==> src/hw/rtl/strided_conv2d_mac_top_defines.svh <==
// Assertion macros shared by the conv MAC block.
`ifndef STRIDED_CONV2D_MAC_TOP_DEFINES_SVH
`define STRIDED_CONV2D_MAC_TOP_DEFINES_SVH

// Same-cycle implication, checked on every rising clk edge out of reset.
`define SCM_ASSERT_SAME(lbl, ante, cons) \
    lbl: assert property (@(posedge clk) disable iff (!rst_n) (ante) |-> (cons)) \
        else $error("scm: same-cycle check failed");

// Next-cycle implication.
`define SCM_ASSERT_NEXT(lbl, ante, cons) \
    lbl: assert property (@(posedge clk) disable iff (!rst_n) (ante) |=> (cons)) \
        else $error("scm: next-cycle check failed");

`endif

==> src/hw/rtl/scm_ram.sv <==
`default_nettype none

module scm_ram #(
    parameter int WIDTH = 16,
    parameter int DEPTH = 64
) (
    input  wire logic                     clk,
    input  wire logic                     we,
    input  wire logic [$clog2(DEPTH)-1:0] waddr,
    input  wire logic [WIDTH-1:0]         wdata,
    input  wire logic                     re,
    input  wire logic [$clog2(DEPTH)-1:0] raddr,
    output logic      [WIDTH-1:0]         rdata
);

    logic [WIDTH-1:0] mem [DEPTH];

    always_ff @(posedge clk)
    begin
        if (we)
        begin
            mem[waddr] <= wdata;
        end
        if (re)
        begin
            rdata <= mem[raddr];
        end
    end

endmodule

`default_nettype wire

==> config.mk <==
export PLATFORM = sky130hd
export DESIGN_NAME = scm_ram
export DESIGN_NICKNAME = d
export VERILOG_FILES = /design/src/hw/rtl/strided_conv2d_mac_top_defines.svh /design/src/hw/rtl/scm_ram.sv
export SDC_FILE = /design/constraint.sdc
export NUM_CORES = 1
export LEC_CHECK = 0
export BUFFER_PORTS_ARGS = -buffer_cell sky130_fd_sc_hd__buf_4
export CAP_MARGIN = 20
export CORE_MARGIN = 4
export CORE_UTILIZATION = 63
export DETAILED_ROUTE_END_ITERATION = 6
export GPL_ROUTABILITY_DRIVEN = 0
export PLACE_DENSITY = 0.8
export SETUP_SLACK_MARGIN = 0.1
export SYNTH_ARGS = -nofsm -noshare
export SYNTH_HDL_FRONTEND = slang
export SYNTH_SLANG_ARGS = --single-unit
==> constraint.sdc <==
create_clock -name clk -period 2.88 [get_ports clk]
set_input_delay 0.144 -clock clk [delete_from_list [all_inputs] [get_ports clk]]
set_output_delay 0.144 -clock clk [all_outputs]
set_load 0.03 [all_outputs]
==> qor.yml, run 1 <==
route:
  wl_um: 96900
  drc: 0
  wl_per_cell_um: 32.9
  num_vias: 20300
  first_pass_iters: 6
  ant_nets: 0
  drt_first_iter_violations: 2983
  viasPerCell: 6.89
yosys:
  synth_top_area_share_pct: 77.7
  synthFlopType: "edfxtp_1"
  synthTopCellsByArea: "edfxtp_1, mux4_2, mux2i_1"
  async_reset_ff_share_pct: 0
  syn_inst: 1829
  yosys_register_bits: 1040
  yosysWarnings: 0
  ys_seq_area_share_pct: 77.7
  synth_nets: 1860
  syn_avg_cell_area_um2: 22.0
  synth_cell_types: 42
  syn_area_um2: 40200
  synth_edf_count: 1040
  yosysTopAreaCell: "edfxtp_1"
sta:
  slew_headroom_pct: 40.5
  setup_tns_ns: 0
  rsz0062_at_grt: "false"
  finalCriticalPeriod_ns: 2.22
  fin_crit_sh_pct: 77.0
  clock_skew_ns: 0.0254
  slew_violations: 0
  hold_slack_ns: 0.0354
  max_freq_mhz: 451
  hold_violations: 0
  worst_pin_slew_ns: 0.890
  setup_viol_count_final: 0
cells_and_area:
  area_growth_pct: 12.8
  layout-drive-gt1-share_pct: 27.7
  final_net_count: 2042
  fin_area_um2: 45300
  stdcell_count: 2942
clock_tree:
  worstSkewPairLatency_ns: 0.65
  root_buffer: "clkbuf_16"
  cts_buffer_depth: 3
  cts-htree-levels: 3
  cts_tree: "built"
  post_cts_resized: 0
  numCtsBuffers: 99
  clkSinkCount: 1040
  post-cts-setup-buffers: 0
  hold_buffers: 3
  cts.clk_slew.worst_paths_ns: 0.07
critical_path:
  crit_path_start_kind: "flip-flop"
  end_kind: "flip-flop"
  critical-path-top-delay-family: "multiplexers"
  rr_endpoint: "rdata[0]"
  critical_path_required_ns: 3.25
  path_cells: "mux4_2 > mux2i_1 > a22oi_1 > a31oi_1 > buf_4 > a311oi_1"
  critical_path.max_fanout: 1
  timing.critical_path.buf_inv: 1
  crit_cells: 6
  cpMaxStageDelayCell: "mux4_2"
  setup.worst_path.class: "reg2reg"
  ff2ff_path_depth: 6
  arrival_ns: 2.58
  cpPeakStageDelay_ns: 0.47
  worstReg2RegStart: "mem[17][0]"
  reg2reg_slack_ns: 0.66
floorplan:
  num_rows: 92
  io_pins: 47
  start_util_pct: 63.7
  die_width_um: 261
  core_area_um2: 63100
  die_y_um: 261
  dieArea_um2: 67900
placement:
  dpl_cell_area_um2: 42100
  port_buffers: 46
  place_inst: 2752
  place_hpwl_um: 54700
global_route:
  grt_start_max_net_pins: 65
  globalRouteOverflowTotal: 0
  grt_usage_pct: 29.5
  antenna_found_initial: 2
  grt_pass1_wl_um: 143000
  grt_pass1_vias: 20600
power_and_ir_drop:
  ir_drop_v: 0.000512
  pwr_density_cell_nw_per_um2: 691
  leakage_uw: 0.0145
  finalPower_uw: 31300
outcome:
  status: "finished, final reports clean"
min_path:
  hold_depth: 3
  min_from: "waddr[1]"
  min_to: "mem[55][8]"
  min_path_type: "in2reg"
flow_run:
  drv.max_cap_violation_count: 0
worst register-to-register path: cells and delay by family (launching register included):
family,cells,cell delay (ns)
buf+inv,1,0.20
flops,1,0.41
mux,2,0.82
compound gates,3,0.52
cell usage after synthesis (3+ instances only):
master / count
nor2_1: 72
buf_6: 17
a21oi_1: 17
buf_1: 3
o21ai_0: 5
nand2_1: 59
mux2_2: 27
nor2b_1: 30
and4_1: 5
buf_4: 13
nand2b_1: 3
nand4_1: 12
a221oi_1: 16
nor4_2: 3
buf_12: 5
a311oi_1: 8
edfxtp_1: 1040
buf_8: 3
buf_2: 36
mux4_1: 4
a211o_1: 8
a221o_1: 6
a22o_1: 6
a211oi_1: 8
o21ai_1: 3
a41oi_1: 5
mux2i_1: 85
a31oi_1: 8
mux4_2: 220
a22oi_1: 39
clkbuf_1: 24
nand3_1: 24
routing by layer:
metal | wire, µm | share of wire, % | track usage [%] | vias to the layer above
met5 | 0 | 0 | 0 | -
met4 | 4150 | 4.3 | 11.2 | 0
met1 | 33700 | 35 | 41.2 | 10400
li1 | - | - | - | 8060
met3 | 11300 | 12 | 5.71 | 249
met2 | 47800 | 49 | 47.3 | 1528
through the flow:
step	util [%]	setup WS, ns
3_3_place_gp	66.7	0.159
3_5_place_dp	66.7	0.133
5_1_grt	71.9	0.630
4_1_cts	71.8	0.685
6_report	71.9	0.664
2_1_floorplan	-	0.701
cells in the final DEF, fill, tap and decap left out, types with 11 or more instances in the layout:
| cell type | instances |
|---|---|
| buf_4 | 164 |
| buf_12 | 14 |
| nand2_1 | 59 |
| clkinv_2 | 22 |
| mux2i_1 | 85 |
| nand4_1 | 12 |
| clkinv_1 | 22 |
| nor2_1 | 72 |
| a22oi_1 | 39 |
| mux4_2 | 220 |
| nand3_1 | 24 |
| clkbuf_16 | 100 |
| edfxtp_1 | 1040 |
| mux2_2 | 27 |
| nor2b_1 | 30 |
| a221oi_1 | 16 |
| a21oi_1 | 17 |
| bufinv_16 | 11 |
| clkbuf_1 | 19 |
where the power goes:
part	internal, µW	total (µW)	switching, µW
Sequential	16800	16800	50.2
Clock	7360	12800	5470
Combinational	614	1640	1030
registers in the layout, summed over array words and instances, names as in the netlist:
name,flops
mem,1024
rdata,16
worst max path at each step:
stage / startpoint / to
after CTS: mem[19][0] / rdata[0]
after global placement: raddr[0] / rdata[12]
after detailed placement: raddr[0] / rdata[12]
after floorplan: waddr[3] / mem[48][0]
final: mem[17][0] / rdata[0]
after global routing: mem[15][10] / rdata[10]
kinds of logic (layout without fill, tap and decap cells):
group           Yosys count  after routing  share of synthesized area, %
buf+inv                 104            367                          1.82
compound gates          129            129                          2.40
mux                     336            336                          15.5
flops                  1040           1040                          77.7
simple gates            220            220                          2.64
other cells               0              4                             0
final cells by class:
type	instances	area, µm²
Sequential cell	1040	31200
Fill cell	3467	17700
Multi-Input combinational cell	685	8250
Clock buffer	119	2570
Timing Repair Buffer	185	1590
Tap cell	846	1060
Clock inverter	63	626
Antenna cell	4	10.0
No activity file was read; power rests on OpenSTA's default activity.
==> run 2: changes to the inputs <==
- clock period: 2.88 -> 2.2 ns (I/O delays scaled with it)
==> run 2 against run 1 <==
Compared with the run above:
- clock skew increased by 0.0027 ns
- critical endpoint unchanged
- sequential power increased by 32%
- critical path type unchanged
- total power increased by 31%
- largest cell class unchanged
==> qor.yml, run 2 (synthesized netlist as in run 1, its figures left out) <==
critical_path:
  cpPeakStageDelay_ns: 0.50  # +0.03 ns
  cpMaxStageDelayCell: "mux4_2"
  reg2reg_slack_ns: 0.13  # -0.54 ns
  rr_endpoint: "rdata[0]"
  end_kind: "flip-flop"
  worstReg2RegStart: "mem[11][0]"
  crit_path_start_kind: "flip-flop"
  critical_path.max_fanout: 1  # unchanged
  setup.worst_path.class: "reg2reg"
  path_cells: "mux4_2 > nor2b_1 > a211o_1 > a31oi_1 > buf_4 > a311oi_1"
  arrival_ns: 2.45  # -0.13 ns
  ff2ff_path_depth: 6  # unchanged
  critical_path_required_ns: 2.58  # -0.67 ns
sta:
  timing.final.ws_setup_ns: 0.129  # -0.535 ns
  setup_viol_count_final: 0  # unchanged
  worst_pin_slew_ns: 0.875  # -0.0150 ns
  hold_violations: 0  # unchanged
  clock_skew_ns: 0.0281  # +0.00273 ns
  slew_headroom_pct: 41.7  # +1.1 points
  max_freq_mhz: 483  # +7.0%
  finalCriticalPeriod_ns: 2.07  # -0.145 ns
  slew_violations: 0  # unchanged
  rsz0062_at_grt: "false"
  fin_crit_sh_pct: 94.2  # +17 points
global_route:
  grt_usage_pct: 30.4  # +0.92 points
  globalRouteMet1Util_pct: 42.1  # +0.87 points
  grtUsageMet2_pct: 48.5  # +1.2 points
  grt_pass1_vias: 21100  # +2.6%
  met3_usage_pct: 7.06  # +1.4 points
  gr-max-usage-layer: "met2"
  antenna_found_initial: 3  # +1
  grt_start_max_net_pins: 65  # unchanged
  grt_pass1_wl_um: 147000  # +2.8%
  globalRouteOverflowTotal: 0  # unchanged
min_path:
  min_to: "mem[41][15]"
  min_from: "wdata[15]"
  hold_depth: 1  # -2
  min_path_type: "in2reg"
route:
  num_vias: 20900  # +3.1%
  ant_nets: 0  # unchanged
  drc: 0  # unchanged
  drt_first_iter_violations: 3331  # +12%
  wl_per_cell_um: 33.3  # +1.2%
  first_pass_iters: 6  # unchanged
  wl_um: 101000  # +4.2%
  viasPerCell: 6.91  # +0.20%
placement:
  place_inst: 2841  # +3.2%
  place_hpwl_um: 57400  # +5.0%
  preCtsSetupSlack_ns: -0.282  # -0.414 ns
  dpl_cell_area_um2: 42900  # +1.9%
  port_buffers: 46  # unchanged
clock_tree:
  cts.clk_slew.worst_paths_ns: 0.06  # about the same
  numCtsBuffers: 99  # unchanged
  cts_tree: "built"
  clkSinkCount: 1040  # unchanged
  root_buffer: "clkbuf_16"
  cts_buffer_depth: 3  # unchanged
  post-cts-setup-buffers: 0  # unchanged
  worstSkewPairLatency_ns: 0.66  # about the same
  cts-htree-levels: 3  # unchanged
floorplan:
  die_y_um: 261  # unchanged
  num_rows: 92  # unchanged
  die_width_um: 261  # unchanged
  dieArea_um2: 67900  # unchanged
  start_util_pct: 63.7  # unchanged
  io_pins: 47  # unchanged
  core_area_um2: 63100  # unchanged
power_and_ir_drop:
  pwr_density_cell_nw_per_um2: 888  # +29%
  leakage_uw: 0.0150  # +3.0%
  p_comb_share_pct: 5.8  # +0.6 points
  clock_power_share_pct: 40.2  # -0.8 points
  ir_drop_v: 0.000700  # +37%
  p_int_uw: 32300  # +30%
  seqPwrFrac_pct: 54.0  # +0.2 points
  switching_share_pct: 21.1  # +0.19 points
  switching_power_uw: 8630  # +32%
cells_and_area:
  area_growth_pct: 14.6
  final_net_count: 2130  # +4.3%
  reg_top3: "mem: 1024 flops, rdata: 16 flops"
  stdcell_count: 3028  # +2.9%
  largest_register_ffs: 1024  # unchanged
  largest-register: "mem"
  layout-drive-gt1-share_pct: 30.3  # +2.6 points
  final_cell_mix: "edfxtp_1, buf_4, mux4_2"
  final_common_cell: "edfxtp_1"
  fin_area_um2: 46100  # +1.6%
flow_run:
  drv.max_cap_violation_count: 0  # unchanged
outcome:
  status: "finished, final reports clean"
run 2: changes by cell type in the layout (fill, tap and decap cells not counted), moves of 2 or more:
cell        change
clkinvlp_4      -2
a221oi_1        -3
a221oi_2        +3
bufinv_16       -3
clkinv_2        -9
buf_4          +77
clkinv_1        +2
buf_12         +12
clkbuf_1        +9
inv_6           +2
run 2: cell type report:
type / instances / area (µm²)
multi-input cells: 685 / 8280
flip-flops and latches: 1040 / 31200
diodes: 4 / 10.0
repair buffers: 273 / 2400
clock inverters: 51 / 462
clock buffers: 129 / 2630
well taps: 846 / 1060
fillers: 3417 / 17000
run 2: worst max-delay path, delay by kind of cell, from the launching register on:
family | cells | cell delay, ns
AND/OR/NAND/NOR | 1 | 0.16
AO/OA/AOI/OAI | 3 | 0.62
multiplexers | 1 | 0.50
flip-flops | 1 | 0.37
buffers and inverters | 1 | 0.15
run 2: stage by stage:
| step | setup TNS (ns) | hold slack (ns) | utilization [%] | power, µW |
|---|---|---|---|---|
| after detailed placement | -1.68 | 0.528 | 68.0 | 24800 |
| after global routing | 0 | 0.0423 | 73.0 | 42000 |
| after global placement | -1.24 | 0.532 | 68.0 | 24700 |
| final | 0 | 0.0479 | 73.0 | 40900 |
| after floorplan | 0 | 0.209 | - | 23600 |
| after CTS | 0 | 0.0330 | 73.0 | 41000 |
run 2: metal layers:
metal	vias to the layer above	wire length, µm
li1	8241	-
met1	10800	34600
met2	1593	49100
met3	296	12500
met4	4	4700
met5	-	66
run 2: worst max-delay path by stage:
stage | from | to | slack, ns | cells past startpoint
finish | mem[11][0] | rdata[0] | 0.13 | 6
detailed placement | raddr[0] | rdata[0] | -0.28 | 7
global placement | raddr[0] | rdata[0] | -0.28 | 7
global route | mem[63][3] | rdata[3] | 0.10 | 5
floorplan | waddr[5] | mem[39][0] | 0.13 | 4
CTS | mem[10][0] | rdata[0] | 0.12 | 6
run 2: power by group through the flow:
stage	logic [µW]	registers, µW	clock network [µW]
global route	2460	22100	17500
finish	2370	22100	16500
detailed placement	2290	22500	0
CTS	2350	22100	16600
floorplan	1140	22500	0
global placement	2230	22500	0
run 2: what timing repair did:
item | CTS | global route
pin swaps | 0 | 1
hold buffers | 3 | 0
gates resized for setup | 1 | 4
endpoints found under the setup margin | 1 | 4
endpoints found under the hold margin | 20 | 0
