File: config.mk
export PLATFORM = sky130hd
export DESIGN_NAME = scm_agu
export DESIGN_NICKNAME = d
export VERILOG_FILES = /design/src/hw/rtl/strided_conv2d_mac_top_defines.svh /design/src/hw/rtl/scm_pkg.sv /design/src/hw/rtl/scm_agu.sv
export SDC_FILE = /design/constraint.sdc
export NUM_CORES = 1
export LEC_CHECK = 0
export ABC_CLOCK_PERIOD_IN_PS = 4600
export BUFFER_PORTS_ARGS = -buffer_cell sky130_fd_sc_hd__buf_2
export CAP_MARGIN = 20
export CELL_PAD_IN_SITES_DETAIL_PLACEMENT = 1
export CELL_PAD_IN_SITES_GLOBAL_PLACEMENT = 2
export CORE_MARGIN = 1
export CORE_UTILIZATION = 33
export DETAILED_ROUTE_END_ITERATION = 12
export PLACE_DENSITY_LB_ADDON = 0.15
export SLEW_MARGIN = 20
export SYNTH_ARGS = -nofsm -noshare
export SYNTH_HDL_FRONTEND = slang
export SYNTH_SLANG_ARGS = --single-unit
File: constraint.sdc
create_clock -name clk -period 4.6 [get_ports clk]
set_clock_uncertainty 0.05 [all_clocks]
set_input_delay 0 -clock clk [delete_from_list [all_inputs] [get_ports clk]]
set_output_delay 0 -clock clk [all_outputs]
set_load 0.05 [all_outputs]
File: src/hw/rtl/strided_conv2d_mac_top_defines.svh
// Assertion macros shared by the conv MAC block.
`ifndef STRIDED_CONV2D_MAC_TOP_DEFINES_SVH
`define STRIDED_CONV2D_MAC_TOP_DEFINES_SVH

// Same-cycle implication, checked on every rising clk edge out of reset.
`define SCM_ASSERT_SAME(lbl, ante, cons) \
    lbl: assert property (@(posedge clk) disable iff (!rst_n) (ante) |-> (cons)) \
        else $error("scm: same-cycle check failed");

// Next-cycle implication.
`define SCM_ASSERT_NEXT(lbl, ante, cons) \
    lbl: assert property (@(posedge clk) disable iff (!rst_n) (ante) |=> (cons)) \
        else $error("scm: next-cycle check failed");

`endif

File: src/hw/rtl/scm_pkg.sv
`default_nettype none

package scm_pkg;

    localparam int MAX_IN_CH  = 4;
    localparam int MAX_OUT_CH = 64;
    localparam int MAX_KERNEL = 16;
    localparam int MAX_IMAGE  = 64;

    // Index widths into the stores
    localparam int IC_W  = (MAX_IN_CH  > 1) ? $clog2(MAX_IN_CH)  : 1;
    localparam int OC_W  = (MAX_OUT_CH > 1) ? $clog2(MAX_OUT_CH) : 1;
    localparam int K_W   = (MAX_KERNEL > 1) ? $clog2(MAX_KERNEL) : 1;
    localparam int IMG_W = $clog2(MAX_IMAGE);

    // Widths that hold a count up to the maximum itself
    localparam int ICNT_W   = $clog2(MAX_IN_CH + 1);
    localparam int KCNT_W   = $clog2(MAX_KERNEL + 1);
    localparam int IMGCNT_W = $clog2(MAX_IMAGE + 1);

    localparam int WEIGHT_DEPTH = MAX_OUT_CH * MAX_IN_CH * MAX_KERNEL * MAX_KERNEL;
    localparam int IMAGE_DEPTH  = MAX_IN_CH * MAX_IMAGE * MAX_IMAGE;
    localparam int WADDR_W = OC_W + IC_W + 2 * K_W;
    localparam int IADDR_W = IC_W + 2 * IMG_W;

    localparam int DATA_W  = 16;
    localparam int FRAC_W  = 12;
    localparam int PROD_W  = 2 * DATA_W;
    localparam int ACC_W   = 48;
    localparam int RES_W   = 32;

    localparam int CFG_INDEX_W = 3;
    localparam int CFG_DATA_W  = 7;

    // Register indexes
    localparam logic [CFG_INDEX_W-1:0] REG_IN_CHANNELS   = 3'd0;
    localparam logic [CFG_INDEX_W-1:0] REG_KERNEL_HEIGHT = 3'd1;
    localparam logic [CFG_INDEX_W-1:0] REG_KERNEL_WIDTH  = 3'd2;
    localparam logic [CFG_INDEX_W-1:0] REG_STRIDE_ROWS   = 3'd3;
    localparam logic [CFG_INDEX_W-1:0] REG_STRIDE_COLS   = 3'd4;
    localparam logic [CFG_INDEX_W-1:0] REG_BIAS_ENABLE   = 3'd5;
    localparam logic [CFG_INDEX_W-1:0] REG_IMAGE_HEIGHT  = 3'd6;
    localparam logic [CFG_INDEX_W-1:0] REG_IMAGE_WIDTH   = 3'd7;

    // Function codes
    localparam logic [1:0] FUNC_WEIGHT  = 2'd0;
    localparam logic [1:0] FUNC_BIAS    = 2'd1;
    localparam logic [1:0] FUNC_PIXEL   = 2'd2;
    localparam logic [1:0] FUNC_COMPUTE = 2'd3;

    typedef enum logic [1:0] {
        ST_OK      = 2'd0,
        ST_OUTSIDE = 2'd1,
        ST_SAT     = 2'd2
    } status_t;

    typedef enum logic [1:0] {
        S_IDLE,
        S_RUN,
        S_WAIT
    } scm_state_t;

    typedef struct packed {
        logic [1:0]        func;
        logic [5:0]        out_chan;
        logic [1:0]        in_chan;
        logic [5:0]        row;
        logic [5:0]        col;
        logic signed [15:0] value;
    } scm_in_t;

    typedef struct packed {
        logic signed [31:0] result_value;
        logic [1:0]         status;
    } scm_out_t;

    typedef struct packed {
        logic [2:0] in_channels;
        logic [4:0] kernel_height;
        logic [4:0] kernel_width;
        logic [4:0] stride_rows;
        logic [4:0] stride_cols;
        logic       bias_enable;
        logic [6:0] image_height;
        logic [6:0] image_width;
    } scm_cfg_t;

    // One issued read: valid, first and last element of the sum, or a
    // rejected window that needs an immediate answer
    typedef struct packed {
        logic valid;
        logic first;
        logic last;
        logic reject;
    } scm_tag_t;

    localparam scm_cfg_t CFG_RESET = '{
        in_channels:   3'd3,
        kernel_height: 5'd16,
        kernel_width:  5'd16,
        stride_rows:   5'd16,
        stride_cols:   5'd16,
        bias_enable:   1'b1,
        image_height:  7'd64,
        image_width:   7'd64
    };

    function automatic logic [9:0] clamp_cfg(input logic [9:0] v, input logic [9:0] hi);
        logic [9:0] r;
        begin
            r = v;
            if (v == '0)
            begin
                r = 10'd1;
            end
            else if (v > hi)
            begin
                r = hi;
            end
            return r;
        end
    endfunction

endpackage

`default_nettype wire

File: src/hw/rtl/scm_agu.sv
`default_nettype none

module scm_agu
    import scm_pkg::*;
(
    input  wire logic              clk,
    input  wire logic              rst_n,
    input  wire logic              start,
    input  wire scm_in_t           cmd,
    input  wire scm_cfg_t          cfg,
    input  wire logic              done,
    output logic                   busy,
    output scm_tag_t               tag,
    output logic [WADDR_W-1:0]     waddr,
    output logic [IADDR_W-1:0]     iaddr,
    output logic [OC_W-1:0]        baddr
);

    localparam int ORG_W = 6 + 5;
    localparam int END_W = ORG_W + 1;

    scm_state_t state_reg, state_next;

    logic [IC_W-1:0]  c_reg, c_next;
    logic [K_W-1:0]   r_reg, r_next;
    logic [K_W-1:0]   k_reg, k_next;

    logic [OC_W-1:0]  oc_reg;
    logic [IMG_W-1:0] r0_reg, c0_reg;
    logic [IC_W-1:0]  nc_m1_reg;
    logic [K_W-1:0]   kh_m1_reg, kw_m1_reg;

    logic [ICNT_W-1:0]   nc_c;
    logic [KCNT_W-1:0]   kh_c, kw_c;
    logic [IMGCNT_W-1:0] ih_c, iw_c;
    logic [4:0]          sr, sc;
    logic [ORG_W-1:0]    r0_full, c0_full;
    logic [END_W-1:0]    r_end, c_end;
    logic                accept, compute, outside, engage, at_last;

    assign nc_c = ICNT_W'(clamp_cfg(10'(cfg.in_channels), 10'(MAX_IN_CH)));
    assign kh_c = KCNT_W'(clamp_cfg(10'(cfg.kernel_height), 10'(MAX_KERNEL)));
    assign kw_c = KCNT_W'(clamp_cfg(10'(cfg.kernel_width), 10'(MAX_KERNEL)));
    assign ih_c = IMGCNT_W'(clamp_cfg(10'(cfg.image_height), 10'(MAX_IMAGE)));
    assign iw_c = IMGCNT_W'(clamp_cfg(10'(cfg.image_width), 10'(MAX_IMAGE)));
    assign sr   = (cfg.stride_rows == '0) ? 5'd1 : cfg.stride_rows;
    assign sc   = (cfg.stride_cols == '0) ? 5'd1 : cfg.stride_cols;

    assign r0_full = ORG_W'(cmd.row) * ORG_W'(sr);
    assign c0_full = ORG_W'(cmd.col) * ORG_W'(sc);
    assign r_end   = END_W'(r0_full) + END_W'(kh_c);
    assign c_end   = END_W'(c0_full) + END_W'(kw_c);

    assign accept  = start && !busy;
    assign compute = accept && (cmd.func == FUNC_COMPUTE);
    assign outside = (32'(cmd.out_chan) >= MAX_OUT_CH)
                  || (r_end > END_W'(ih_c)) || (c_end > END_W'(iw_c));
    assign engage  = compute && !outside;

    assign at_last = (k_reg == kw_m1_reg) && (r_reg == kh_m1_reg) && (c_reg == nc_m1_reg);

    // Next state
    always_comb
    begin
        state_next = state_reg;
        case (state_reg)
            S_IDLE:
            begin
                if (engage)
                begin
                    state_next = S_RUN;
                end
            end
            S_RUN:
            begin
                if (at_last)
                begin
                    state_next = S_WAIT;
                end
            end
            S_WAIT:
            begin
                if (done)
                begin
                    state_next = S_IDLE;
                end
            end
            default:
            begin
                state_next = S_IDLE;
            end
        endcase
    end

    // Outputs
    always_comb
    begin
        busy       = 1'b1;
        tag        = '0;
        tag.reject = compute && outside;
        case (state_reg)
            S_IDLE:
            begin
                busy = 1'b0;
            end
            S_RUN:
            begin
                tag.valid = 1'b1;
                tag.first = (c_reg == '0) && (r_reg == '0) && (k_reg == '0);
                tag.last  = at_last;
            end
            S_WAIT:
            begin
                busy = 1'b1;
            end
            default:
            begin
                busy = 1'b0;
            end
        endcase
    end

    // Walk kernel columns, then rows, then input channels
    always_comb
    begin
        c_next = c_reg;
        r_next = r_reg;
        k_next = k_reg;
        if (state_reg == S_RUN)
        begin
            if (k_reg == kw_m1_reg)
            begin
                k_next = '0;
                if (r_reg == kh_m1_reg)
                begin
                    r_next = '0;
                    c_next = c_reg + 1'b1;
                end
                else
                begin
                    r_next = r_reg + 1'b1;
                end
            end
            else
            begin
                k_next = k_reg + 1'b1;
            end
        end
        else
        begin
            c_next = '0;
            r_next = '0;
            k_next = '0;
        end
    end

    always_ff @(posedge clk or negedge rst_n)
    begin
        if (!rst_n)
        begin
            state_reg <= S_IDLE;
            c_reg     <= '0;
            r_reg     <= '0;
            k_reg     <= '0;
        end
        else
        begin
            state_reg <= state_next;
            c_reg     <= c_next;
            r_reg     <= r_next;
            k_reg     <= k_next;
        end
    end

    always_ff @(posedge clk)
    begin
        if (engage)
        begin
            oc_reg    <= OC_W'(cmd.out_chan);
            r0_reg    <= IMG_W'(r0_full);
            c0_reg    <= IMG_W'(c0_full);
            nc_m1_reg <= IC_W'(nc_c - 1'b1);
            kh_m1_reg <= K_W'(kh_c - 1'b1);
            kw_m1_reg <= K_W'(kw_c - 1'b1);
        end
    end

    assign waddr = {oc_reg, c_reg, r_reg, k_reg};
    assign iaddr = {c_reg, IMG_W'(r0_reg + IMG_W'(r_reg)), IMG_W'(c0_reg + IMG_W'(k_reg))};
    assign baddr = oc_reg;

endmodule

`default_nettype wire

==> key figures <==
Status
  • Outcome: finished with violations
  • Failing checks: setup timing

Synthesis
  • Top FF cell, synth: edfxtp_1
  • Synth Net Count: 728
  • Async set-reset flop share out of synthesis: 0.300
  • Synth Instances: 540
  • Mapped Area: 5060 um^2
  • Average size of a mapped cell: 9.36 um^2
  • Warnings from Yosys: 0
  • Yosys cell types: 64
  • Synth Register Bits: 40
  • Sequential area share after synthesis: 0.226
  • EDFF count, synth: 28

Clock tree
  • Clk buf depth: 2
  • Num CTS Buffers: 5
  • Clock Latency Late Sink: 280 ps
  • CTS tree: built
  • Clk pin slew, worst setup/hold paths: 60 ps
  • Root Buffer Master: clkbuf_16
  • CTS sink cnt: 40
  • # H-tree levels: 2

Setup path
  • FF-to-FF End: state_reg[1]
  • WP buf/inv: 4
  • Crit start category: primary input
  • R2R setup slack: 2230 ps
  • Critical path's most frequent cell: ha_1
  • Arr. time, crit path: 4670 ps
  • CP Max Fanout: 4
  • Reg-to-reg startpoint: k_reg[2]
  • Worst Reg-to-Reg Cells: 8
  • Critical-path top delay cell: fa_1
  • CP endpoint kind: flip-flop
  • Largest delay share family, worst path: adder cells
  • Crit-path cells: buf_2, and2_1, ha_1, ha_1, fa_1, fa_2, ha_4, o21ai_0, o21bai_1, a21oi_2, xnor2_1, ha_1, nand4_1, buf_4, nor2_2, o221ai_2, a2111o_1, nor3_2, and4bb_4, buf_12, clkbuf_16
  • Req. time, crit path: 4550 ps
  • Worst setup path class: in2reg
  • CP max stage delay: 600 ps

STA
  • # setup viols final: 28
  • Slew Viols, Final: 0
  • Final Hold Viols: 0
  • Worst slew pin tran: 451 ps
  • Relative slew slack: 0.699
  • Fmax: 212 MHz
  • Fin crit share: 1.03
  • Fin crit period: 4720 ps
  • RSZ-0062 raised after global routing: yes
  • Worst hold margin: 2.00 ps
  • Worst setup margin: -116 ps

Drt
  • Initial DRC count: 60
  • DRC Markers: 0
  • Post-route ant nets: 0
  • WL per Instance: 14.4 um
  • Vias per cell: 4.90
  • Vias: 4454
  • Routed WL: 13.1 mm
  • DRT Pass-1 Iters: 4

Global routing
  • Gr usage total: 0.168
  • Antenna violations before repair: 0
  • Largest net degree at the start of global routing: 13
  • Vias in the first global route: 4716
  • Grt total ovfl: 0
  • Global-route wire length before repair: 21.8 mm

Die
  • Die W: 126 um
  • Std cell rows: 44
  • CORE AREA: 14800 um^2
  • DIE AREA: 15800 um^2
  • Initial Utilization: 0.343
  • Die height: 126 um
  • IO Count: 121

Pwr
  • PD cells: 329 nW/um^2
  • Pwr Total: 2.26 mW
  • Leakage power: 3.31 nW
  • Peak supply drop: 0.000150 V

Final layout
  • # fillers: 1749
  • Cell area after layout: 6880 um^2
  • Multi-input logic area: 3780 um^2
  • Final #Nets: 912
  • Share of cells above drive strength 1: 0.328
  • N_diodes: 0
  • Post-layout util: 0.466
  • Seq. cell area: 1140 um^2
  • Synth-to-Final Area Change: 36.1%

Run
  • Maxcap violations: 0

Placed design
  • Dpl cell area: 6310 um^2
  • GP Congestion: 0.775
  • DP HPWL: 11.1 mm
  • IO buf count: 101
  • Post-Place Setup Slack: -678 ps

Hold path
  • Hold Startpoint: cfg[30]
  • Hold depth: 3
  • Hold EP: kh_m1_reg[3]
  • Hold Path Class: in2reg
-- cell usage in the layout, fill, tap and decap left out, types with 3 or more instances in the layout --
master and n:
a211oi_1 3, a21o_1 13, a21oi_1 17, a21oi_2 6
and2_1 28, and3_1 4, buf_12 4, buf_2 94
buf_4 73, buf_6 4, clkbuf_16 6, dfrtp_1 12
dlygate4sd3_1 10, edfxtp_1 28, fa_1 26, ha_1 74
ha_4 6, inv_1 67, inv_2 5, nand2_1 33
nand2_2 3, nand2b_1 7, nand3_1 9, nand4_1 5
nor2_1 34, nor2_2 4, nor2b_1 19, nor3_1 8
o211ai_1 3, o21a_1 4, o21ai_0 13, o221ai_2 3
xnor2_1 34, xor2_1 8
-- metrics by stage --
stage                     cells  setup TNS (ps)
final                       909           -2950
after floorplan             540           -6420
after global placement      882          -14430
after CTS                   905           -5540
after global routing        909           -8090
after detailed placement    882          -18970
-- metal layers --
| metal | up-vias | global-route usage | wire length (um) |
|---|---|---|---|
| li1 | 2209 | - | - |
| met1 | 2169 | 0.216 | 6100 |
| met2 | 68 | 0.309 | 6630 |
| met3 | 8 | 0.0149 | 286 |
| met4 | 0 | 0.0305 | 101 |
| met5 | - | 0 | 0 |
-- cell usage after synthesis (all sizes together) (5+ instances only) --
| master | instances | share of area |
|---|---|---|
| a21o | 13 | 0.019 |
| a21oi | 23 | 0.024 |
| and2 | 28 | 0.035 |
| buf | 9 | 0.013 |
| dfrtp | 12 | 0.059 |
| edfxtp | 28 | 0.17 |
| fa | 28 | 0.11 |
| ha | 80 | 0.20 |
| inv | 72 | 0.053 |
| nand2 | 38 | 0.028 |
| nand2b | 7 | 0.0087 |
| nand3 | 9 | 0.0089 |
| nand4 | 5 | 0.0062 |
| nor2 | 39 | 0.030 |
| nor2b | 19 | 0.024 |
| nor3 | 9 | 0.0089 |
| nor4 | 5 | 0.010 |
| o21ai | 15 | 0.015 |
| xnor2 | 35 | 0.061 |
| xor2 | 10 | 0.019 |
-- worst reg2reg max path: stages (launching register included) --
cell     delay, ps
dfrtp_1        470
xnor2_1        220
nand4_1        290
nor2_1         300
nand3_1        190
a21oi_1        320
and3_1         210
a221o_2        140
o41ai_2         50
-- kinds of logic (layout without fill, tap and decap cells) --
family / count (synthesis) / after routing / share of synthesized area
and+or+nand+nor: 173 / 173 / 0.181
xor gates and xnor gates: 45 / 45 / 0.0794
AOI/OAI and AO/OA: 89 / 89 / 0.133
muxes: 2 / 2 / 0.00421
DFF: 40 / 40 / 0.226
adders and majority gates: 108 / 108 / 0.309
buffers and inverters: 83 / 268 / 0.0683
-- final cells by class --
cell class | instances | area share
flip-flops and latches | 40 | 0.166
multi-input cells | 417 | 0.550
inverters | 72 | 0.0393
well taps | 184 | 0.0335
repair buffers | 188 | 0.189
clock buffers | 8 | 0.0227
-- where the power goes --
group	switching, mW	internal [mW]
clock network	0.131	0.231
logic	0.788	0.698
registers	0.0113	0.406
-- what timing repair did --
item / in CTS / in global routing
setup endpoints to repair: 29 / 31
gates resized for setup: 21 / 25
endpoints found under the hold margin: 20 / 0
pin swaps: 15 / 13
setup buffers: 4 / 4
cloned: 1 / 1
hold buffers: 10 / 0
-- how the worst max path moves through the flow --
| stage | start | endpoint | slack (ps) | cells after the start |
|---|---|---|---|---|
| 3_5_place_dp | cfg[22] | baddr[0] | -680 | 22 |
| 3_3_place_gp | cfg[22] | baddr[2] | -530 | 22 |
| 5_1_grt | cmd[23] | nc_m1_reg[0] | -300 | 22 |
| 6_report | cfg[17] | nc_m1_reg[0] | -120 | 21 |
| 2_1_floorplan | cmd[24] | baddr[0] | -230 | 19 |
| 4_1_cts | cmd[23] | baddr[0] | -210 | 22 |
No activity file was read; power rests on OpenSTA's default activity.
