--- src/hw/rtl/strided_conv2d_mac_top_defines.svh ---
// Assertion macros shared by the conv MAC block.
`ifndef STRIDED_CONV2D_MAC_TOP_DEFINES_SVH
`define STRIDED_CONV2D_MAC_TOP_DEFINES_SVH

// Same-cycle implication, checked on every rising clk edge out of reset.
`define SCM_ASSERT_SAME(lbl, ante, cons) \
    lbl: assert property (@(posedge clk) disable iff (!rst_n) (ante) |-> (cons)) \
        else $error("scm: same-cycle check failed");

// Next-cycle implication.
`define SCM_ASSERT_NEXT(lbl, ante, cons) \
    lbl: assert property (@(posedge clk) disable iff (!rst_n) (ante) |=> (cons)) \
        else $error("scm: next-cycle check failed");

`endif

--- src/hw/rtl/scm_pkg.sv ---
`default_nettype none

package scm_pkg;

    localparam int MAX_IN_CH  = 4;
    localparam int MAX_OUT_CH = 64;
    localparam int MAX_KERNEL = 16;
    localparam int MAX_IMAGE  = 64;

    // Index widths into the stores
    localparam int IC_W  = (MAX_IN_CH  > 1) ? $clog2(MAX_IN_CH)  : 1;
    localparam int OC_W  = (MAX_OUT_CH > 1) ? $clog2(MAX_OUT_CH) : 1;
    localparam int K_W   = (MAX_KERNEL > 1) ? $clog2(MAX_KERNEL) : 1;
    localparam int IMG_W = $clog2(MAX_IMAGE);

    // Widths that hold a count up to the maximum itself
    localparam int ICNT_W   = $clog2(MAX_IN_CH + 1);
    localparam int KCNT_W   = $clog2(MAX_KERNEL + 1);
    localparam int IMGCNT_W = $clog2(MAX_IMAGE + 1);

    localparam int WEIGHT_DEPTH = MAX_OUT_CH * MAX_IN_CH * MAX_KERNEL * MAX_KERNEL;
    localparam int IMAGE_DEPTH  = MAX_IN_CH * MAX_IMAGE * MAX_IMAGE;
    localparam int WADDR_W = OC_W + IC_W + 2 * K_W;
    localparam int IADDR_W = IC_W + 2 * IMG_W;

    localparam int DATA_W  = 16;
    localparam int FRAC_W  = 12;
    localparam int PROD_W  = 2 * DATA_W;
    localparam int ACC_W   = 48;
    localparam int RES_W   = 32;

    localparam int CFG_INDEX_W = 3;
    localparam int CFG_DATA_W  = 7;

    // Register indexes
    localparam logic [CFG_INDEX_W-1:0] REG_IN_CHANNELS   = 3'd0;
    localparam logic [CFG_INDEX_W-1:0] REG_KERNEL_HEIGHT = 3'd1;
    localparam logic [CFG_INDEX_W-1:0] REG_KERNEL_WIDTH  = 3'd2;
    localparam logic [CFG_INDEX_W-1:0] REG_STRIDE_ROWS   = 3'd3;
    localparam logic [CFG_INDEX_W-1:0] REG_STRIDE_COLS   = 3'd4;
    localparam logic [CFG_INDEX_W-1:0] REG_BIAS_ENABLE   = 3'd5;
    localparam logic [CFG_INDEX_W-1:0] REG_IMAGE_HEIGHT  = 3'd6;
    localparam logic [CFG_INDEX_W-1:0] REG_IMAGE_WIDTH   = 3'd7;

    // Function codes
    localparam logic [1:0] FUNC_WEIGHT  = 2'd0;
    localparam logic [1:0] FUNC_BIAS    = 2'd1;
    localparam logic [1:0] FUNC_PIXEL   = 2'd2;
    localparam logic [1:0] FUNC_COMPUTE = 2'd3;

    typedef enum logic [1:0] {
        ST_OK      = 2'd0,
        ST_OUTSIDE = 2'd1,
        ST_SAT     = 2'd2
    } status_t;

    typedef enum logic [1:0] {
        S_IDLE,
        S_RUN,
        S_WAIT
    } scm_state_t;

    typedef struct packed {
        logic [1:0]        func;
        logic [5:0]        out_chan;
        logic [1:0]        in_chan;
        logic [5:0]        row;
        logic [5:0]        col;
        logic signed [15:0] value;
    } scm_in_t;

    typedef struct packed {
        logic signed [31:0] result_value;
        logic [1:0]         status;
    } scm_out_t;

    typedef struct packed {
        logic [2:0] in_channels;
        logic [4:0] kernel_height;
        logic [4:0] kernel_width;
        logic [4:0] stride_rows;
        logic [4:0] stride_cols;
        logic       bias_enable;
        logic [6:0] image_height;
        logic [6:0] image_width;
    } scm_cfg_t;

    // One issued read: valid, first and last element of the sum, or a
    // rejected window that needs an immediate answer
    typedef struct packed {
        logic valid;
        logic first;
        logic last;
        logic reject;
    } scm_tag_t;

    localparam scm_cfg_t CFG_RESET = '{
        in_channels:   3'd3,
        kernel_height: 5'd16,
        kernel_width:  5'd16,
        stride_rows:   5'd16,
        stride_cols:   5'd16,
        bias_enable:   1'b1,
        image_height:  7'd64,
        image_width:   7'd64
    };

    function automatic logic [9:0] clamp_cfg(input logic [9:0] v, input logic [9:0] hi);
        logic [9:0] r;
        begin
            r = v;
            if (v == '0)
            begin
                r = 10'd1;
            end
            else if (v > hi)
            begin
                r = hi;
            end
            return r;
        end
    endfunction

endpackage

`default_nettype wire

--- src/hw/rtl/scm_mac.sv ---
`default_nettype none

module scm_mac
    import scm_pkg::*;
(
    input  wire logic                clk,
    input  wire logic                rst_n,
    input  wire scm_tag_t            tag,
    input  wire logic [DATA_W-1:0]   wdata,
    input  wire logic [DATA_W-1:0]   idata,
    input  wire logic [DATA_W-1:0]   bdata,
    input  wire logic                bias_enable,
    output logic                     done,
    output scm_out_t                 result
);

    localparam int Q_W = ACC_W - FRAC_W;

    scm_tag_t t1_reg, t2_reg, t3_reg;

    logic signed [PROD_W-1:0] prod_reg, prod_next;
    logic signed [DATA_W-1:0] bias_reg;
    logic signed [ACC_W-1:0]  acc_reg, acc_next, base;
    logic signed [Q_W-1:0]    q;
    logic                     fits;
    logic                     done_reg, done_next;
    scm_out_t                 result_reg, result_next;

    assign prod_next = $signed(wdata) * $signed(idata);

    assign base = bias_enable ? (ACC_W'(bias_reg) <<< FRAC_W) : '0;

    always_comb
    begin
        acc_next = acc_reg;
        if (t2_reg.valid)
        begin
            acc_next = (t2_reg.first ? base : acc_reg) + ACC_W'(prod_reg);
        end
    end

    // Floor shift is a plain arithmetic shift; clamp when the top bits disagree
    assign q    = acc_reg[ACC_W-1:FRAC_W];
    assign fits = (&q[Q_W-1:RES_W-1]) || !(|q[Q_W-1:RES_W-1]);

    always_comb
    begin
        done_next   = 1'b0;
        result_next = result_reg;
        if (t3_reg.valid && t3_reg.last)
        begin
            done_next = 1'b1;
            if (fits)
            begin
                result_next.result_value = q[RES_W-1:0];
                result_next.status       = ST_OK;
            end
            else
            begin
                result_next.result_value = q[Q_W-1] ? {1'b1, {(RES_W-1){1'b0}}}
                                                    : {1'b0, {(RES_W-1){1'b1}}};
                result_next.status       = ST_SAT;
            end
        end
        else if (tag.reject)
        begin
            done_next                = 1'b1;
            result_next.result_value = '0;
            result_next.status       = ST_OUTSIDE;
        end
    end

    always_ff @(posedge clk or negedge rst_n)
    begin
        if (!rst_n)
        begin
            t1_reg   <= '0;
            t2_reg   <= '0;
            t3_reg   <= '0;
            done_reg <= 1'b0;
        end
        else
        begin
            t1_reg   <= tag;
            t2_reg   <= t1_reg;
            t3_reg   <= t2_reg;
            done_reg <= done_next;
        end
    end

    always_ff @(posedge clk)
    begin
        prod_reg   <= prod_next;
        bias_reg   <= $signed(bdata);
        acc_reg    <= acc_next;
        result_reg <= result_next;
    end

    assign done   = done_reg;
    assign result = result_reg;

endmodule

`default_nettype wire

--- config.mk ---
export PLATFORM = sky130hd
export DESIGN_NAME = scm_mac
export DESIGN_NICKNAME = d
export VERILOG_FILES = /design/src/hw/rtl/strided_conv2d_mac_top_defines.svh /design/src/hw/rtl/scm_pkg.sv /design/src/hw/rtl/scm_mac.sv
export SDC_FILE = /design/constraint.sdc
export NUM_CORES = 1
export LEC_CHECK = 0
export BUFFER_PORTS_ARGS = -buffer_cell sky130_fd_sc_hd__buf_4
export CORE_MARGIN = 4
export CORE_UTILIZATION = 28
export CTS_CLUSTER_SIZE = 16
export DETAILED_ROUTE_END_ITERATION = 6
export PLACE_DENSITY_LB_ADDON = 0.3
export SLEW_MARGIN = 20
export SYNTH_ARGS = -nofsm -noshare
export SYNTH_HDL_FRONTEND = slang
export SYNTH_SLANG_ARGS = --single-unit
--- constraint.sdc ---
create_clock -name clk -period 6.11 [get_ports clk]
set_input_delay 0.3055 -clock clk [delete_from_list [all_inputs] [get_ports clk]]
set_output_delay 0.3055 -clock clk [all_outputs]
set_load 0.01 [all_outputs]
==> out/metrics.yaml, run 1 <==
core_area_sq_um: 59100
outcome: "finished clean"
nets: 2338
antenna_left: 0
avgSynthCellArea_sq_um: 9.42
vias_per_cell: 4.44
utilization_pct: 32.7
fin_ws_ps: 367
max_freq_mhz: 174
drive_gt1_share_pct: 9.35
drt_iter0_markers: 564
place_ws_ps: -51.3
wire_per_inst_microns: 14.7
critPathKind: "in2reg"
synth_nets: 2229
grt_pass1_vias: 12916
min_period_ps: 5740
cp_max_fo: 6
portBuffers: 89
rsz0062_at_grt: "false"
postCtsSetupBuffers: 0
grt_pass1_wl_microns: 67200
dp_hpwl_microns: 32700
cts.path.max_buffers: 2
rr_startpoint: "t2_reg[2]"
worst_slew_pin_slew_ps: 804
drc_errors: 0
skew_ps: 12.4
num_antenna_cells: 0
post-route-period-util_pct: 94.0
synth_area_sq_um: 16800
ff2ff_setup_slack_ps: 1970
final_common_cell: "inv_1"
setup_violations: 0
cts_max_level: 4
antenna_found_initial: 0
num_rows: 89
initial_utilization_pct: 28.4
die_h_microns: 253
ys_warn_count: 0
ys_seq_area_share_pct: 21.7
critPathLaunch: "idata[4]"
rr_worst_depth: 15
die_w_microns: 253
finalInstanceArea_sq_um: 19400
wirelength_microns: 39400
dr.pass1.iters: 5
required_ps: 6460
clk_pin_slew_ps: 60
worstSetupStartpointType: "primary input"
gp_congestion: 0.837
ys_async_sr_fraction_pct: 6.47
drv_slew: 0
cts-resized-gates: 0
dpl-instance-area_sq_um: 18500
cts_root_buf: "clkbuf_16"
grt_max_degree: 50
cts.sinks: 139
fin_cells: 2677
ios: 90
end_kind: "register"
synth_ff_type: "edfxtp_1"
syn_inst: 1782
synth_cell_type_count: 58
insertion_delay_ps: 430
cap_violations: 0
track_usage_pct: 12.8
final_cell_mix: "inv_1 (351), fa_1 (263), nand2_1 (196)"
largest_reg_flops: 48
synth_edf_count: 82
slew_headroom_pct: 46.3
cts_tree: "done"
synth-seq-cells: 139
die_area_sq_um: 63900
r2r-end: "acc_reg[40]"
vias: 11876
critical_path_arrival_ps: 6100
hold_violations: 0
cts_buffers: 17
syn2layout_area_growth_pct: 15.3
overflow: 0
dp.cells: 2625
fillers: 6047
hp-class: "in2async"
-- stage by stage --
stage          setup TNS [ps]  hold slack (ps)
2_1_floorplan               0             9.91
3_3_place_gp            -8.25              130
3_5_place_dp             -132              136
4_1_cts                     0              219
5_1_grt                     0              244
6_report                    0              239
-- worst max-delay path, cell delays in order --
cell and delay [ps]:
buf_4 130, and2_1 170, fa_1 550, inv_1 50, fa_1 450, fa_1 520, inv_1 60, fa_1 490
fa_1 500, inv_1 60, fa_1 470, inv_1 40, ha_1 280, and2_1 150, a221o_1 340, a21o_1 190
a41oi_2 260, nor2_1 90, or3_1 350, a21oi_1 220, o21bai_1 80, a21oi_1 180, xnor2_1 130
-- routing by layer --
metal | global-route usage, % | vias to the layer above | part of all wire (%)
li1 | - | 5789 | -
met1 | 18.3 | 5883 | 50
met2 | 21.6 | 183 | 46
met3 | 1.15 | 21 | 3.2
met4 | 2.22 | 0 | 0.84
met5 | 0 | - | 0
-- Yosys cell counts, types with 4 or more instances --
cell type  instances  area share, %
a21o_1            37            1.7
a21oi_1          100            3.0
a31oi_1           11           0.41
and2_1           126            4.7
and3_1             7           0.26
clkbuf_1          64            1.4
dfrtp_1            9            1.3
dfxtp_1           48            5.7
edfxtp_1          82             15
fa_1             263             31
ha_1             129            9.6
inv_1            351            7.8
nand2_1          196            4.4
nand2b_1          12           0.45
nand3_1           17           0.51
nand4_1           12           0.45
nor2_1            94            2.1
nor2b_1           20           0.75
nor3_1             6           0.18
o21a_1             4           0.18
o21ai_0           35            1.0
o21ai_1            9           0.27
o21bai_1          10           0.45
o31ai_1            5           0.22
or3_1              4           0.15
xnor2_1           55            2.9
xor2_1            25            1.3
-- final cells by class --
type | count | area (sq um) | area share, %
repair buffers | 156 | 1230 | 6.38
clock inverters | 6 | 42.5 | 0.220
multi-input cells | 1226 | 11600 | 59.8
clock buffers | 26 | 564 | 2.92
well taps | 773 | 967 | 5.00
flip-flops and latches | 139 | 3650 | 18.9
inverters | 351 | 1320 | 6.81
-- worst max path at each step --
stage | end
floorplan | prod_reg[21]
global placement | prod_reg[31]
detailed placement | prod_reg[21]
CTS | prod_reg[21]
global route | prod_reg[21]
finish | prod_reg[21]
-- cells by family after synthesis --
family                   count (synthesis)  share of synthesized area, %
XOR/XNOR                                80                          4.17
flip-flops                             139                          21.7
adder cells (fa/ha/maj)                392                          41.0
AND/OR/NAND/NOR                        501                          14.2
AO/OA/AOI/OAI                          253                          9.55
buffers and inverters                  417                          9.33
-- repair_timing --
action                     in CTS  in global routing
setup endpoints to repair       0                  0
hold buffers                   20                  0
hold endpoints to repair       28                  0
Power of run 1 is not shown: default switching activity piles up to over one toggle a cycle in this logic, so the estimate is an artifact.
==> run 2, diff against run 1 <==
Clock period 6.11 ns to 6.73 ns, I/O delays scaled along.
==> run 2 against run 1 <==
Against the previous run:
- via count shrank 0.80%
- clock skew about the same
- routed wire length increased by 3.3%
- hold slack got worse by 210 ps
- global-route usage is 0.32 points higher
- critical path type unchanged
- largest cell class unchanged
- highest routed layer unchanged
==> out/metrics.yaml, run 2 (same netlist as run 1, synthesis figures left out) <==
die_w_microns: 253  # unchanged
hp-class: "in2reg"
nets: 2295  # -1.8%
drc_errors: 0  # unchanged
worst_slew_pin_slew_ps: 828  # +23.9 ps
path_depth: 23  # unchanged
fin_cells: 2634  # -1.6%
cts_max_level: 4  # unchanged
final_cell_mix: "inv_1 (351), fa_1 (263), nand2_1 (195)"
max_stage_delay_ps: 540  # about the same
final_common_cell: "inv_1"
cts_root_buf: "clkbuf_16"
track_usage_pct: 13.1  # +0.32 points
rr_worst_depth: 14  # -1
dp_hpwl_microns: 32800  # +0.31%
cp_slowest_cell: "fa_1"
cpMostUsedCell: "fa_1"
grt_pass1_vias: 12605  # -2.4%
path_buf_inv: 5  # unchanged
skew_ps: 12.6  # +0.217 ps
die_area_sq_um: 63900  # unchanged
slew_headroom_pct: 44.7  # -1.6 points
cp_cell_sequence: "buf_4 > and2_1 > fa_1 > inv_1 > fa_1 > fa_1 > inv_1 > fa_1 > fa_1 > inv_1 > fa_1 > inv_1 > ha_1 > and2_1 > a221o_1 > a21o_1 > a41oi_2 > nor2_1 > or3_1 > a21oi_1 > o21bai_1 > a21oi_1 > xnor2_1"
gp_congestion: 0.894  # +6.8%
worstSetupStartpointType: "primary input"
drt_iter0_markers: 580  # +2.8%
cts_tree: "done"
cts.sinks: 139  # unchanged
core_area_sq_um: 59100  # unchanged
overflow: 0  # unchanged
critical_path_arrival_ps: 6280  # +180 ps
crit_end: "prod_reg[21]"
clk_pin_slew_ps: 60  # about the same
drive_gt1_share_pct: 7.58  # -1.8 points
grt_pass1_wl_microns: 67900  # +1.0%
vias: 11781  # -0.80%
critPathKind: "in2reg"
critPathLaunch: "wdata[8]"
dr.pass1.iters: 5  # unchanged
portBuffers: 89  # unchanged
hold_violations: 0  # unchanged
num_antenna_cells: 0  # unchanged
die_h_microns: 253  # unchanged
hold_buffers: 17  # -15%
ff2ff_setup_slack_ps: 2270  # +300 ps
wire_per_inst_microns: 15.5  # +5.0%
r2r-end: "acc_reg[47]"
cp_max_fo: 16  # +10
rr_startpoint: "t2_reg[2]"
setup_violations: 0  # unchanged
ios: 90  # unchanged
antenna_found_initial: 0  # unchanged
cap_violations: 0  # unchanged
initial_utilization_pct: 28.4  # unchanged
min_period_ps: 5920
required_ps: 7080  # +620 ps
outcome: "finished clean"
max_freq_mhz: 169
cts-resized-gates: 0  # unchanged
wirelength_microns: 40700  # +3.3%
cts_buffers: 17  # unchanged
finalInstanceArea_sq_um: 19000  # -1.9%
rsz0062_at_grt: "false"
insertion_delay_ps: 430  # about the same
grt_max_degree: 50  # unchanged
drv_slew: 0  # unchanged
vias_per_cell: 4.47  # +0.82%
post-route-period-util_pct: 88.0
antenna_left: 0  # unchanged
largest_reg_flops: 48  # unchanged
num_rows: 89  # unchanged
cp_top_family: "adder cells"
syn2layout_area_growth_pct: 13.1
tns_ps: 0  # unchanged
cts.path.max_buffers: 2  # unchanged
dpl-instance-area_sq_um: 18200  # -1.7%
dp.cells: 2585  # -1.5%
postCtsSetupBuffers: 0  # unchanged
end_kind: "register"
run 2: stage by stage:
stage                     hold slack [ps]  worst slack (ps)  util [%]
final                                27.5               809      32.1
after global routing                 7.94               553      32.1
after CTS                            2.62               820      32.1
after detailed placement              164               373      30.8
after global placement                161               440      30.8
after floorplan                      40.9               687         -
run 2: worst register-to-register path: stages (launching register included):
cell and delay, ps:
dfrtp_1 800, and2_1 600, nand2_1 130, o21ai_0 120
ha_1 340, a21oi_1 270, a21boi_1 130, a311oi_2 330
nand2_1 140, o21ai_2 220, a21oi_2 100, o31a_1 360
a41o_1 290, o221a_1 250, xnor2_1 120
run 2: layout make-up:
type / count / area, sq um
Clock buffer: 20 / 479
Clock inverter: 12 / 95.1
Fill cell: 6064 / 40200
Inverter: 351 / 1320
Multi-Input combinational cell: 1226 / 11600
Sequential cell: 139 / 3650
Tap cell: 773 / 967
Timing Repair Buffer: 113 / 891
run 2: how the worst min path moves through the flow:
stage | start | cells past startpoint | end | slack, ps
2_1_floorplan | rst_n | 0 | done | 40
3_3_place_gp | rst_n | 1 | t1_reg[2] | 160
3_5_place_dp | rst_n | 1 | t1_reg[2] | 160
4_1_cts | bdata[5] | 1 | bias_reg[5] | 3
5_1_grt | bdata[5] | 1 | bias_reg[5] | 8
6_report | bdata[2] | 1 | bias_reg[2] | 30
run 2: layer usage:
metal  share of wire, %  track usage, %  up-vias
met3                4.8            1.88       37
met4                1.6            3.31        0
met5                  0               0        -
li1                   -               -     5706
met2                 43            20.3      274
met1                 50            19.5     5764
Power of run 2 is left out for the same reason.
